`src/hw/rtl/wsht_pkg.sv`:
```
// shared constants, codes and controller/datapath types for the window stack
`timescale 1ns / 1ps
package wsht_pkg;

  localparam int unsigned MaxWindows  = 6;
  localparam int unsigned CoordBits   = 12;
  localparam int unsigned IdBits      = 4;
  localparam int unsigned SlotBits    = $clog2(MaxWindows);
  localparam int unsigned CountBits   = $clog2(MaxWindows + 1);
  localparam int unsigned OpBits      = 2;
  localparam int unsigned StatusBits  = 2;
  localparam int unsigned CfgIdxBits  = 3;
  localparam int unsigned CfgDataBits = CoordBits;

  typedef logic [CoordBits-1:0] coord_t;
  typedef logic [IdBits-1:0]    id_t;
  typedef logic [CountBits-1:0] count_t;
  typedef logic [SlotBits-1:0]  slot_t;

  typedef enum logic [OpBits-1:0] {
    OpAdd    = 2'd0,
    OpRaise  = 2'd1,
    OpRemove = 2'd2,
    OpFind   = 2'd3
  } op_e;

  typedef enum logic [StatusBits-1:0] {
    StOk      = 2'd0,
    StPresent = 2'd1,
    StFull    = 2'd2,
    StAbsent  = 2'd3
  } status_e;

  typedef enum logic [CfgIdxBits-1:0] {
    CfgPanelEnable = 3'd0,
    CfgPanelId     = 3'd1,
    CfgPanelX      = 3'd2,
    CfgPanelY      = 3'd3,
    CfgPanelW      = 3'd4,
    CfgPanelH      = 3'd5
  } cfg_reg_e;

  typedef struct packed {
    logic load;
    logic scan;
    logic apply;
  } dp_cmd_t;

  typedef struct packed {
    logic done;
  } dp_stat_t;

endpackage

```
`src/hw/rtl/wsht_ctrl.sv`:
```
// controller state machine: sequences load, slot scan and stack update
`timescale 1ns / 1ps
module wsht_ctrl (
  input  logic               clk_i,
  input  logic               rst_ni,
  input  logic               start_i,
  output logic               busy_o,
  output logic               done_o,
  output wsht_pkg::dp_cmd_t  cmd_o,
  input  wsht_pkg::dp_stat_t stat_i
);

  typedef enum logic [1:0] {
    StIdle,
    StScan,
    StApply
  } state_e;

  state_e state_q;
  logic   busy_q;
  logic   done_q;

  assign cmd_o.load  = start_i & ~busy_q;
  assign cmd_o.scan  = (state_q == StScan) & ~stat_i.done;
  assign cmd_o.apply = (state_q == StApply);

  assign busy_o = busy_q;
  assign done_o = done_q;

  always_ff @(posedge clk_i or negedge rst_ni) begin
    if (!rst_ni) begin
      state_q <= StIdle;
      busy_q  <= 1'b0;
      done_q  <= 1'b0;
    end else begin
      done_q <= 1'b0;
      unique case (state_q)
        StIdle: begin
          if (start_i) begin
            state_q <= StScan;
            busy_q  <= 1'b1;
          end
        end
        StScan: begin
          if (stat_i.done) begin
            state_q <= StApply;
          end
        end
        StApply: begin
          state_q <= StIdle;
          busy_q  <= 1'b0;
          done_q  <= 1'b1;
        end
        default: begin
          state_q <= StIdle;
          busy_q  <= 1'b0;
        end
      endcase
    end
  end

  a_done_pulse: assert property (@(posedge clk_i) disable iff (!rst_ni)
    done_q |=> !done_q)
    else $error("result strobe held longer than one cycle");

  a_apply_done: assert property (@(posedge clk_i) disable iff (!rst_ni)
    (state_q == StApply) |=> (done_q && !busy_q))
    else $error("update cycle not followed by a result word");

  a_accept_scan: assert property (@(posedge clk_i) disable iff (!rst_ni)
    (start_i && !busy_q) |=> (state_q == StScan && busy_q && !done_q))
    else $error("accepted word did not start a scan");

endmodule

```
`src/hw/rtl/wsht_dp.sv`:
```
// datapath: window stack slots, panel registers, slot scan and result registers
`timescale 1ns / 1ps
module wsht_dp (
  input  logic                                 clk_i,
  input  logic                                 rst_ni,
  input  wsht_pkg::dp_cmd_t                    cmd_i,
  output wsht_pkg::dp_stat_t                   stat_o,
  input  logic                                 cfg_we_i,
  input  logic [wsht_pkg::CfgIdxBits-1:0]      cfg_index_i,
  input  logic [wsht_pkg::CfgDataBits-1:0]     cfg_data_i,
  input  logic [wsht_pkg::OpBits-1:0]          operation_i,
  input  wsht_pkg::id_t                        window_id_i,
  input  wsht_pkg::coord_t                     rect_x_i,
  input  wsht_pkg::coord_t                     rect_y_i,
  input  wsht_pkg::coord_t                     rect_w_i,
  input  wsht_pkg::coord_t                     rect_h_i,
  input  wsht_pkg::coord_t                     point_x_i,
  input  wsht_pkg::coord_t                     point_y_i,
  output logic [wsht_pkg::StatusBits-1:0]      status_o,
  output logic                                 hit_found_o,
  output wsht_pkg::id_t                        hit_id_o,
  output logic                                 hit_is_panel_o,
  output logic                                 top_valid_o,
  output wsht_pkg::id_t                        top_id_o,
  output wsht_pkg::count_t                     window_count_o
);

  function automatic logic contains(wsht_pkg::coord_t x, wsht_pkg::coord_t y,
                                    wsht_pkg::coord_t w, wsht_pkg::coord_t h,
                                    wsht_pkg::coord_t px, wsht_pkg::coord_t py);
    logic [wsht_pkg::CoordBits:0] xe;
    logic [wsht_pkg::CoordBits:0] ye;
    xe = {1'b0, x} + {1'b0, w};
    ye = {1'b0, y} + {1'b0, h};
    return (px >= x) && ({1'b0, px} < xe) && (py >= y) && ({1'b0, py} < ye);
  endfunction

  // panel registers
  logic             pen_q;
  wsht_pkg::id_t    pid_q;
  wsht_pkg::coord_t pan_x_q, pan_y_q, pan_w_q, pan_h_q;

  // latched word
  wsht_pkg::op_e    op_q;
  wsht_pkg::id_t    id_q;
  wsht_pkg::coord_t nx_q, ny_q, nw_q, nh_q, px_q, py_q;
  logic             panel_hit_q;

  // stack slots, slot 0 on top
  wsht_pkg::count_t count_q, count_d;
  wsht_pkg::count_t idx_q;
  wsht_pkg::id_t    ids_q [wsht_pkg::MaxWindows];
  wsht_pkg::id_t    ids_d [wsht_pkg::MaxWindows];
  wsht_pkg::coord_t rx_q  [wsht_pkg::MaxWindows];
  wsht_pkg::coord_t rx_d  [wsht_pkg::MaxWindows];
  wsht_pkg::coord_t ry_q  [wsht_pkg::MaxWindows];
  wsht_pkg::coord_t ry_d  [wsht_pkg::MaxWindows];
  wsht_pkg::coord_t rw_q  [wsht_pkg::MaxWindows];
  wsht_pkg::coord_t rw_d  [wsht_pkg::MaxWindows];
  wsht_pkg::coord_t rh_q  [wsht_pkg::MaxWindows];
  wsht_pkg::coord_t rh_d  [wsht_pkg::MaxWindows];

  // result word
  wsht_pkg::status_e status_q, status_d;
  logic              hitf_q, hitf_d;
  wsht_pkg::id_t     hid_q, hid_d;
  logic              hpan_q, hpan_d;
  logic              topv_q;
  wsht_pkg::id_t     topid_q;
  wsht_pkg::count_t  wcount_q;

  logic             in_range;
  wsht_pkg::slot_t  sel;
  wsht_pkg::id_t    cur_id;
  wsht_pkg::coord_t cur_x, cur_y, cur_w, cur_h;
  logic             cur_match;
  logic             load_panel_hit;

  assign in_range = (idx_q < count_q);
  assign sel      = in_range ? idx_q[wsht_pkg::SlotBits-1:0] : '0;
  assign cur_id   = ids_q[sel];
  assign cur_x    = rx_q[sel];
  assign cur_y    = ry_q[sel];
  assign cur_w    = rw_q[sel];
  assign cur_h    = rh_q[sel];

  assign cur_match = in_range &&
                     ((op_q == wsht_pkg::OpFind) ?
                      contains(cur_x, cur_y, cur_w, cur_h, px_q, py_q) :
                      (cur_id == id_q));

  assign stat_o.done = panel_hit_q | cur_match | ~in_range;

  assign load_panel_hit = pen_q &&
                          (wsht_pkg::op_e'(operation_i) == wsht_pkg::OpFind) &&
                          contains(pan_x_q, pan_y_q, pan_w_q, pan_h_q,
                                   point_x_i, point_y_i);

  always_comb begin
    count_d  = count_q;
    ids_d    = ids_q;
    rx_d     = rx_q;
    ry_d     = ry_q;
    rw_d     = rw_q;
    rh_d     = rh_q;
    status_d = wsht_pkg::StOk;
    hitf_d   = 1'b0;
    hid_d    = '0;
    hpan_d   = 1'b0;
    case (op_q)
      wsht_pkg::OpAdd: begin
        if (cur_match) begin
          status_d = wsht_pkg::StPresent;
        end else if (count_q == wsht_pkg::CountBits'(wsht_pkg::MaxWindows)) begin
          status_d = wsht_pkg::StFull;
        end else begin
          for (int i = 1; i < wsht_pkg::MaxWindows; i++) begin
            ids_d[i] = ids_q[i-1];
            rx_d[i]  = rx_q[i-1];
            ry_d[i]  = ry_q[i-1];
            rw_d[i]  = rw_q[i-1];
            rh_d[i]  = rh_q[i-1];
          end
          ids_d[0] = id_q;
          rx_d[0]  = nx_q;
          ry_d[0]  = ny_q;
          rw_d[0]  = nw_q;
          rh_d[0]  = nh_q;
          count_d  = count_q + 1'b1;
        end
      end
      wsht_pkg::OpRaise: begin
        if (!cur_match) begin
          status_d = wsht_pkg::StAbsent;
        end else begin
          for (int i = 1; i < wsht_pkg::MaxWindows; i++) begin
            if (wsht_pkg::SlotBits'(i) <= sel) begin
              ids_d[i] = ids_q[i-1];
              rx_d[i]  = rx_q[i-1];
              ry_d[i]  = ry_q[i-1];
              rw_d[i]  = rw_q[i-1];
              rh_d[i]  = rh_q[i-1];
            end
          end
          ids_d[0] = cur_id;
          rx_d[0]  = cur_x;
          ry_d[0]  = cur_y;
          rw_d[0]  = cur_w;
          rh_d[0]  = cur_h;
        end
      end
      wsht_pkg::OpRemove: begin
        if (!cur_match) begin
          status_d = wsht_pkg::StAbsent;
        end else begin
          for (int i = 0; i < wsht_pkg::MaxWindows - 1; i++) begin
            if (wsht_pkg::SlotBits'(i) >= sel) begin
              ids_d[i] = ids_q[i+1];
              rx_d[i]  = rx_q[i+1];
              ry_d[i]  = ry_q[i+1];
              rw_d[i]  = rw_q[i+1];
              rh_d[i]  = rh_q[i+1];
            end
          end
          count_d = count_q - 1'b1;
        end
      end
      wsht_pkg::OpFind: begin
        if (panel_hit_q) begin
          hitf_d = 1'b1;
          hid_d  = pid_q;
          hpan_d = 1'b1;
        end else if (cur_match) begin
          hitf_d = 1'b1;
          hid_d  = cur_id;
        end
      end
      default: begin
        status_d = wsht_pkg::StOk;
      end
    endcase
  end

  always_ff @(posedge clk_i or negedge rst_ni) begin
    if (!rst_ni) begin
      pen_q       <= 1'b0;
      pid_q       <= '0;
      pan_x_q     <= '0;
      pan_y_q     <= '0;
      pan_w_q     <= '0;
      pan_h_q     <= '0;
      op_q        <= wsht_pkg::OpAdd;
      panel_hit_q <= 1'b0;
      idx_q       <= '0;
      count_q     <= '0;
      for (int i = 0; i < wsht_pkg::MaxWindows; i++) begin
        ids_q[i] <= '0;
      end
    end else begin
      if (cfg_we_i) begin
        unique case (wsht_pkg::cfg_reg_e'(cfg_index_i))
          wsht_pkg::CfgPanelEnable: pen_q   <= cfg_data_i[0];
          wsht_pkg::CfgPanelId:     pid_q   <= cfg_data_i[wsht_pkg::IdBits-1:0];
          wsht_pkg::CfgPanelX:      pan_x_q <= cfg_data_i[wsht_pkg::CoordBits-1:0];
          wsht_pkg::CfgPanelY:      pan_y_q <= cfg_data_i[wsht_pkg::CoordBits-1:0];
          wsht_pkg::CfgPanelW:      pan_w_q <= cfg_data_i[wsht_pkg::CoordBits-1:0];
          wsht_pkg::CfgPanelH:      pan_h_q <= cfg_data_i[wsht_pkg::CoordBits-1:0];
          default: ;
        endcase
      end
      if (cmd_i.load) begin
        op_q        <= wsht_pkg::op_e'(operation_i);
        panel_hit_q <= load_panel_hit;
        idx_q       <= '0;
      end else if (cmd_i.scan) begin
        idx_q <= idx_q + 1'b1;
      end
      if (cmd_i.apply) begin
        count_q <= count_d;
        ids_q   <= ids_d;
      end
    end
  end

  always_ff @(posedge clk_i) begin
    if (cmd_i.load) begin
      id_q <= window_id_i;
      nx_q <= rect_x_i;
      ny_q <= rect_y_i;
      nw_q <= rect_w_i;
      nh_q <= rect_h_i;
      px_q <= point_x_i;
      py_q <= point_y_i;
    end
    if (cmd_i.apply) begin
      rx_q     <= rx_d;
      ry_q     <= ry_d;
      rw_q     <= rw_d;
      rh_q     <= rh_d;
      status_q <= status_d;
      hitf_q   <= hitf_d;
      hid_q    <= hid_d;
      hpan_q   <= hpan_d;
      topv_q   <= (count_d != '0);
      topid_q  <= (count_d != '0) ? ids_d[0] : '0;
      wcount_q <= count_d;
    end
  end

  assign status_o       = status_q;
  assign hit_found_o    = hitf_q;
  assign hit_id_o       = hid_q;
  assign hit_is_panel_o = hpan_q;
  assign top_valid_o    = topv_q;
  assign top_id_o       = topid_q;
  assign window_count_o = wcount_q;

  a_count_bound: assert property (@(posedge clk_i) disable iff (!rst_ni)
    count_q <= wsht_pkg::CountBits'(wsht_pkg::MaxWindows))
    else $error("window count above stack depth");

  a_find_ok: assert property (@(posedge clk_i) disable iff (!rst_ni)
    (cmd_i.apply && op_q == wsht_pkg::OpFind) |=> (status_q == wsht_pkg::StOk))
    else $error("find reported a non-ok status");

  a_remove_count: assert property (@(posedge clk_i) disable iff (!rst_ni)
    (cmd_i.apply && op_q == wsht_pkg::OpRemove && cur_match) |=>
      (count_q == wsht_pkg::CountBits'($past(count_q) - 1'b1)))
    else $error("remove did not shrink the stack by one");

endmodule

```
`src/hw/rtl/window_stack_with_hit_test_top.sv`:
```
// top level of the window stack with point hit test
`timescale 1ns / 1ps
// usage
//   command channel: a word is taken at a rising edge with start high and busy low;
//   it carries operation, window id, rectangle and point on separate ports
//   result channel: done_o is high for exactly one cycle with the result word on
//   the result ports; the receiver cannot stall it and must take it in that cycle
//   config channel: cfg_valid_i/cfg_ready_o with cfg_index_i and cfg_data_i;
//   ready is always high, write only while the block is idle
// timing
//   slots are scanned one per cycle from the top until the id or point matches
//   or the stack end is reached (a panel hit ends the scan at once); the stack
//   is then updated in the apply state, and done_o is registered from that
//   state, with busy falling at the same time as done_o rises;
//   the next word is taken only once busy is low, so a word is not taken
//   before the block is through with the last one
// reset
//   asynchronous active low; stack empty, panel disabled, all panel fields zero
module window_stack_with_hit_test_top (
  input  logic                                 clk_i,
  input  logic                                 rst_ni,
  input  logic                                 start,
  output logic                                 busy,
  output logic                                 done_o,
  input  logic                                 cfg_valid_i,
  output logic                                 cfg_ready_o,
  input  logic [wsht_pkg::CfgIdxBits-1:0]      cfg_index_i,
  input  logic [wsht_pkg::CfgDataBits-1:0]     cfg_data_i,
  input  logic [wsht_pkg::OpBits-1:0]          operation_i,
  input  logic [wsht_pkg::IdBits-1:0]          window_id_i,
  input  logic [wsht_pkg::CoordBits-1:0]       rect_x_i,
  input  logic [wsht_pkg::CoordBits-1:0]       rect_y_i,
  input  logic [wsht_pkg::CoordBits-1:0]       rect_w_i,
  input  logic [wsht_pkg::CoordBits-1:0]       rect_h_i,
  input  logic [wsht_pkg::CoordBits-1:0]       point_x_i,
  input  logic [wsht_pkg::CoordBits-1:0]       point_y_i,
  output logic [wsht_pkg::StatusBits-1:0]      status_o,
  output logic                                 hit_found_o,
  output logic [wsht_pkg::IdBits-1:0]          hit_id_o,
  output logic                                 hit_is_panel_o,
  output logic                                 top_valid_o,
  output logic [wsht_pkg::IdBits-1:0]          top_id_o,
  output logic [wsht_pkg::CountBits-1:0]       window_count_o
);

  wsht_pkg::dp_cmd_t  cmd;
  wsht_pkg::dp_stat_t stat;

  assign cfg_ready_o = 1'b1;

  wsht_ctrl u_ctrl (
    .clk_i   (clk_i),
    .rst_ni  (rst_ni),
    .start_i (start),
    .busy_o  (busy),
    .done_o  (done_o),
    .cmd_o   (cmd),
    .stat_i  (stat)
  );

  wsht_dp u_dp (
    .clk_i          (clk_i),
    .rst_ni         (rst_ni),
    .cmd_i          (cmd),
    .stat_o         (stat),
    .cfg_we_i       (cfg_valid_i & cfg_ready_o),
    .cfg_index_i    (cfg_index_i),
    .cfg_data_i     (cfg_data_i),
    .operation_i    (operation_i),
    .window_id_i    (window_id_i),
    .rect_x_i       (rect_x_i),
    .rect_y_i       (rect_y_i),
    .rect_w_i       (rect_w_i),
    .rect_h_i       (rect_h_i),
    .point_x_i      (point_x_i),
    .point_y_i      (point_y_i),
    .status_o       (status_o),
    .hit_found_o    (hit_found_o),
    .hit_id_o       (hit_id_o),
    .hit_is_panel_o (hit_is_panel_o),
    .top_valid_o    (top_valid_o),
    .top_id_o       (top_id_o),
    .window_count_o (window_count_o)
  );

endmodule
```
`config.mk`:
```
export PLATFORM = sky130hd
export DESIGN_NAME = window_stack_with_hit_test_top
export DESIGN_NICKNAME = d
export VERILOG_FILES = /design/src/hw/rtl/wsht_pkg.sv /design/src/hw/rtl/wsht_ctrl.sv /design/src/hw/rtl/wsht_dp.sv /design/src/hw/rtl/window_stack_with_hit_test_top.sv
export SDC_FILE = /design/constraint.sdc
export NUM_CORES = 1
export LEC_CHECK = 0
export BUFFER_PORTS_ARGS = -buffer_cell sky130_fd_sc_hd__buf_2
export CAP_MARGIN = 20
export CORE_ASPECT_RATIO = 0.9
export CORE_MARGIN = 2
export CORE_UTILIZATION = 45
export DETAILED_ROUTE_END_ITERATION = 16
export PLACE_DENSITY_LB_ADDON = 0.3
export SETUP_SLACK_MARGIN = 0.15
export SYNTH_ARGS = -nofsm -noshare
export SYNTH_HDL_FRONTEND = slang
export SYNTH_SLANG_ARGS = --single-unit
```
`constraint.sdc`:
```
create_clock -name clk_i -period 10.1 [get_ports clk_i]
set_input_delay 1.01 -clock clk_i [delete_from_list [all_inputs] [get_ports clk_i]]
set_output_delay 1.01 -clock clk_i [all_outputs]
set_load 0.02 [all_outputs]
```
**Yosys cells after proc, flatten, opt, wreduce, memory -nomap -nowiden**

Cells that the tools add are included.
Widths: inputs -> output; s select.

- Add/sub/neg operators: 7
- Magnitude comparators: 20
- Equality and inequality tests: 29
- Mux-type cells: 118
- Bitwise logic cells: 9
- Reductions and logical operators: 31

Operator list:

| kind | number |
|---|---|
| $mux 72 | 12 |
| $pmux 60 s3 | 4 |
| $mux 12 | 48 |
| $mux 60 | 4 |
| $bmux 12 s3 | 4 |
| $pmux 12 s2 | 4 |
| $mux 24 | 3 |
| $pmux 20 s3 | 1 |
| $mux 4 | 14 |
| $add 12x12->13 | 4 |
| $lt 12x13->1 | 4 |
| $ge 12x12->1 | 4 |
| $reduce_and 8->1 | 4 |
| $ne 2x1->1 const B | 13 |
| $mux 20 | 1 |
| $mux 3 | 6 |
| $reduce_and 2->1 | 8 |
| $bmux 4 s3 | 1 |
| $mux 2 | 5 |
| $eq 3x3->1 const B | 3 |
| $logic_and 1x1->1 | 9 |
| $eq 2x2->1 const B | 4 |
| $pmux 2 s2 | 2 |
| $pmux 4 s2 | 1 |
| other kinds (29) | 51 |

- Bits in registers: 470
- Bits of input ports: 97
- Output and inout port bits: 19

**Depth between registers and ports, before layout**

- Depth after elaboration: 19
- Gate-level depth with buffers: 34
- Gate-level depth less buffers: 29

**Cells and area by module**

Synthesis repeated with hierarchy kept, for this count alone.

- Cells, all modules: 2026
- Area, all modules: 25099.1 um^2

By module, submodules not included:

| module | times used | cells each | area each (um^2) | sequential area each (um^2) |
|---|---|---|---|---|
| wsht_dp | 1 | 2011 | 24917.6 | 13563.0 |
| wsht_ctrl | 1 | 13 | 170.2 | 100.1 |
| window_stack_with_hit_test_top | 1 | 2 | 11.3 | 0.0 |

**Worst setup path after synthesis**

Ideal clock, no wire load.

- Kind: reg2reg
- From: reg u_dp.count_q[2]
- To: reg u_dp.rh_q[60] in the netlist's numbering (enable)
- Setup time: 0.470 ns
- Arrival time: 8.258 ns
- Required time: 9.630 ns
- Slack: 1.373 ns
- Cell stages (with the launch flop): 31
- Clock period less this slack: 8.727 ns
- Cell sequence: dfrtp_1 > clkbuf_1 > inv_1 > ha_1 > a21oi_2 > o21a_1 > buf_4 > nand2_1 > nor2_1 > clkbuf_1 > buf_1 > a221oi_1 > ha_1 > fa_1 > a211oi_1 > nor2_1 > o31ai_2 > a21oi_1 > o21ai_0 > nand2b_1 > xnor2_1 > ha_1 > nand4_1 > nor2_1 > a2111oi_2 > a211o_1 > and3_1 > buf_4 > nor3_1 > a2111o_1 > a21oi_1

- Word-level cells in the longest chain between the ends: 15

RTL lines:

| what | RTL line | RTL |
|---|---|---|
| from (decl) | wsht_dp.sv:50 | `wsht_pkg::count_t count_q, count_d;` |
| from (signal assigned) | wsht_dp.sv:219 | `count_q <= count_d;` |
| $lt 3x3->1 | wsht_dp.sv:79 | `assign in_range = (idx_q < count_q);` |
| $mux 3 | wsht_dp.sv:80 | `assign sel = in_range ? idx_q[wsht_pkg::SlotBits-1:0] : '0;` |
| $not 3->4 (implied by the code) | -- |  |
| $bmux 12 s3 (on tied branches) | wsht_dp.sv:82, wsht_dp.sv:84 |  |
| $mux 12 (on tied branches) (2 in a row) | wsht_dp.sv:82, wsht_dp.sv:84 |  |
| $add 12x12->13 | wsht_dp.sv:33 | `xe = {1'b0, x} + {1'b0, w};` |
| $lt 12x13->1 | wsht_dp.sv:35 | `return (px >= x) && ({1'b0, px} < xe) && (py >= y) && ({1'b0, py} < ye);` |
| $logic_and 1x1->1 (3 in a row) | wsht_dp.sv:35 |  |
| $mux 1 | wsht_dp.sv:88 | `((op_q == wsht_pkg::OpFind) ?` |
| $logic_and 1x1->1 | wsht_dp.sv:87 | `assign cur_match = in_range &&` |
| $ne 2x1->1 (no source line) or $ne 2x2->1 (tied branches) | -- |  |
| $reduce_and 7->1 (no source line) * | -- |  |
| to (signal assigned) | wsht_dp.sv:239 | `rh_q <= rh_d;` |
| to (decl) | wsht_dp.sv:60 | `wsht_pkg::coord_t rh_q [wsht_pkg::MaxWindows];` |

Mark *: on every way between the ends. The rest lies on a longest branch, timed or not. The select of a mux whose other input is x is not followed.
A chain may end at the register's enable or synchronous reset.

**Worst setup path after layout**

- From: reg u_dp.idx_q[2]
- To: reg u_dp.rx_q[13] in the netlist's numbering (enable)

- Word-level cells in the longest chain between the ends: 15

RTL lines:

| what | RTL line | RTL |
|---|---|---|
| from (decl) | wsht_dp.sv:51 | `wsht_pkg::count_t idx_q;` |
| from (signal assigned) | wsht_dp.sv:216 | `idx_q <= idx_q + 1'b1;` |
| $lt 3x3->1 | wsht_dp.sv:79 |  |
| $mux 3 | wsht_dp.sv:80 |  |
| $not 3->4 (implied by the code) | -- |  |
| $bmux 12 s3 (on tied branches) | wsht_dp.sv:82, wsht_dp.sv:84 |  |
| $mux 12 (on tied branches) (2 in a row) | wsht_dp.sv:82, wsht_dp.sv:84 |  |
| $add 12x12->13 | wsht_dp.sv:33 |  |
| $lt 12x13->1 | wsht_dp.sv:35 |  |
| $logic_and 1x1->1 (3 in a row) | wsht_dp.sv:35 |  |
| $mux 1 | wsht_dp.sv:88 |  |
| $logic_and 1x1->1 | wsht_dp.sv:87 |  |
| $ne 2x1->1 (no source line) or $ne 2x2->1 (tied branches) | -- |  |
| $reduce_and 8->1 (no source line) * | -- |  |
| to (signal assigned) | wsht_dp.sv:236 | `rx_q <= rx_d;` |
| to (decl) | wsht_dp.sv:54 | `wsht_pkg::coord_t rx_q [wsht_pkg::MaxWindows];` |

Marks and branches as above.

==> out/results.ini <==
[routing]
drt_iter0_markers = 1945
drt_wl_total_um = 70100
via_count = 18529
wl_per_cell_um = 23.4
dr.max_layer_used = met4
met2_length_um = 30700
vias_per_cell = 6.19
drc_errors = 0
dr.pass1.iters = 6
met1_length_um = 32000
met3_length_um = 5380
drtAntennaViolNets = 0

[power]
peakVddDrop_v = 0.000274
p_sw_share_pct = 41.4
p_comb_share_pct = 49.9
p_sw_w = 0.00399
pwr_density_cell_nw_per_um2 = 341
power.share.clock_pct = 19.3
power_leakage_nw = 10.8
internal_power_w = 0.00565
p_seq_share_pct = 30.7

[synthesis]
synth-simple-area-share_pct = 7.22
syn_area_um2 = 25200
synthXorXnorAreaFrac_pct = 1.49
synth.ff_latch_count = 470
synth_compound_area_share_pct = 20.2
synthAdderAreaFrac_pct = 7.81
synth_cell_types = 83
yosysMostFrequentCell = edfxtp_1
syn_nets = 2375
ys_seq_area_share_pct = 54.2
yosysWarnings = 0
synth-async-reset-ratio_pct = 19.1
synth-edff-count = 380
synth.avg_cell_area_um2 = 11.9
synth_common_cells = edfxtp_1 (380), a22o_1 (222), nand2_1 (179)
synth_top_family_by_area = compound AO/OA/AOI/OAI gates
synth_top_area_share_pct = 45.3
synthCells = 2123
synth.area.top_cells = edfxtp_1 (45%), dfrtp_1 (8.9%), a22o_1 (7.7%), ha_1 (7.5%), mux2i_1 (3.4%)
muxShareOfSynthArea_pct = 5.47
synth_flop_cell = edfxtp_1
synth_area_leader_cell = edfxtp_1

[clock_network]
cts_hold_buf = 0
clock-sinks = 470
worst_skew_pair.late_latency_ns = 0.61
cts_setup_buffers = 0
tritoncts = yes
post_cts_resized = 0
cts_max_path_buffers = 3
cts_htree_levels = 2
path_clk_slew_ns = 0.06
cts_made_buffers = 50
root_buffer = clkbuf_16

[critical_path]
r2r-start = u_dp.idx_q[2]
cp-end-kind = flip-flop
endpoint = u_dp.rx_q[13]
cp-start-kind = flip-flop
crit_arrival_ns = 8.99
required_ns = 10.35
ff2ff_path_depth = 27
worstSetupPathType = flip-flop to flip-flop
reg2reg_to = u_dp.rx_q[13]
cp-startpoint = u_dp.idx_q[2]
r2r_slack_ns = 1.37
critPathMaxFanout = 28

[placed_design]
io_buffer_count = 114
place_hpwl_um = 46200
post-place-cells = 2899
gp_congestion = 0.911

[cells_and_area]
seqCellArea_um2 = 13700
n_antenna_cell = 0
layout.cells.non_filler = 2993
area_delta_synth_final_pct = 12.1
layout-drive-gt1-share_pct = 14.3
n_fill_cell = 4884
multiInputGateArea_um2 = 10700
fin_nets = 2448

[timing]
max-slew-margin-rel_pct = 26.3
post-route-period-util_pct = 86.5
worstMarginPinSlew_ns = 1.09
period_needed_ns = 8.73
rsz0062_at_grt = no
setup_viol = 0
fmax_mhz = 114
hold-worst-slack_ns = 0.284
setup_tns_ns = 0
slew_violations = 0
skew_ns = 0.0257
finalHoldViolations = 0

[global_route]
gr-total-overflow = 0
grt_pass1_vias = 18357
grt_max_degree = 81
grt_pass1_wl_um = 108000
antenna_found_initial = 0
grt_usage_pct = 24.0

[worst_hold_path]
hold_path.class = primary input to async pin

[run]
cap_violations = 0

[floorplan]
floorplan.initialDensity_pct = 45.4
num_rows = 82
die_x_um = 253
fp.dieH_um = 229
die-area_um2 = 57900
core_um2 = 55500
ios = 116

[status]
outcome = complete, no violations

==> worst max-delay path, stage by stage (launching register included) <==
cell and delay (ns):
dfrtp_1 0.82, ha_1 0.39, a21oi_2 0.22, o21a_1 0.39
nand2_1 0.17, nor2_4 0.52, buf_4 0.41, a221oi_1 0.16
ha_1 0.27, fa_1 0.48, a211oi_1 0.29, nor2_1 0.14
o31ai_2 0.26, a21oi_1 0.14, o21ai_0 0.20, nand2b_1 0.10
xnor2_1 0.13, ha_1 0.30, nand4_1 0.09, nor2_1 0.15
a2111oi_2 0.10, a211o_1 0.32, nand3_2 0.22, nand3_1 0.41
a2111o_1 0.62, a221o_1 0.41, inv_2 0.23, buf_4 0.42
==> per-layer routing <==
metal	global-route usage, %	up-vias
li1	-	8356
met1	35.2	9249
met2	35.7	813
met3	4.52	111
met4	7.88	0
met5	0	-
==> kinds of logic (layout without fill, tap and decap cells) <==
kind of cell               Yosys count  in the layout
muxes                              132            132
xor gates and xnor gates            43             43
and+or+nand+nor                    402            402
buffers and inverters              229            343
DFF                                470            470
AOI/OAI and AO/OA                  691            691
other                                1              1
adders and majority gates          155            155
==> registers in the layout, indices dropped and copies added, names as in the netlist, 4 cells and up <==
name and flops:
u_dp.hit_id_o 4, u_dp.id_q 4, u_dp.ids_q 24, u_dp.nh_q 12
u_dp.nw_q 12, u_dp.nx_q 12, u_dp.ny_q 12, u_dp.pan_h_q 12
u_dp.pan_w_q 12, u_dp.pan_x_q 12, u_dp.pan_y_q 12, u_dp.pid_q 4
u_dp.px_q 12, u_dp.py_q 12, u_dp.rh_q 72, u_dp.rw_q 72
u_dp.rx_q 72, u_dp.ry_q 72, u_dp.top_id_o 4
==> final cells by class <==
| cell class | instances | share of cell area [%] |
|---|---|---|
| sequential | 470 | 48.4 |
| clock inverter | 33 | 1.10 |
| tap | 756 | 3.35 |
| inverter | 95 | 1.26 |
| timing repair buffer | 155 | 3.21 |
| clock buffer | 60 | 4.71 |
| multi-input combinational | 1424 | 38.0 |
==> per-stage QoR <==
step	setup slack [ns]	power, W	util, %	instance area, um2
after floorplan	1.37	0.00634	-	25200
final	1.37	0.00964	50.9	28300
after global routing	0.797	0.0102	50.9	28300
after CTS	1.49	0.00961	50.9	28200
after detailed placement	1.55	0.00772	47.9	26600
after global placement	1.82	0.00757	47.9	26600
==> worst min path at each step <==
stage                                  from                 to  depth (start not counted)
after floorplan           u_ctrl.state_q[1]  u_ctrl.state_q[0]                          1
after global placement        u_dp.rx_q[22]      u_dp.rx_q[10]                          0
after detailed placement      u_dp.ry_q[16]       u_dp.ry_q[4]                          0
after CTS                            rst_ni    u_dp.pan_x_q[5]                          1
after global routing                 rst_ni    u_dp.pan_x_q[5]                          1
final                                rst_ni    u_dp.pan_x_q[5]                          1
==> power by group through the flow <==
| stage | Clock [W] | Sequential (W) | Combinational, W |
|---|---|---|---|
| after floorplan | 0 | 0.00291 | 0.00343 |
| after global placement | 0 | 0.00298 | 0.00459 |
| after detailed placement | 0 | 0.00299 | 0.00473 |
| after CTS | 0.00190 | 0.00295 | 0.00475 |
| after global routing | 0.00197 | 0.00299 | 0.00528 |
| final | 0.00186 | 0.00296 | 0.00481 |
==> cell usage in the layout (no fill, tap or decap), types with 11 or more instances in the layout <==
cell / n
a211oi_1: 25
a22o_1: 222
ha_1: 148
clkbuf_16: 51
nand2_1: 178
mux2i_1: 86
inv_1: 90
nor2b_1: 17
o21ai_0: 60
a31oi_1: 19
xor2_1: 24
a21oi_1: 138
a221oi_1: 37
buf_2: 113
mux2_2: 46
o21a_1: 19
a22oi_1: 70
o22ai_1: 11
nand3_1: 17
nor3_1: 19
nor2_1: 106
edfxtp_1: 380
buf_4: 40
xnor2_1: 19
dfrtp_1: 90
Power figures use the tool's default switching activity.
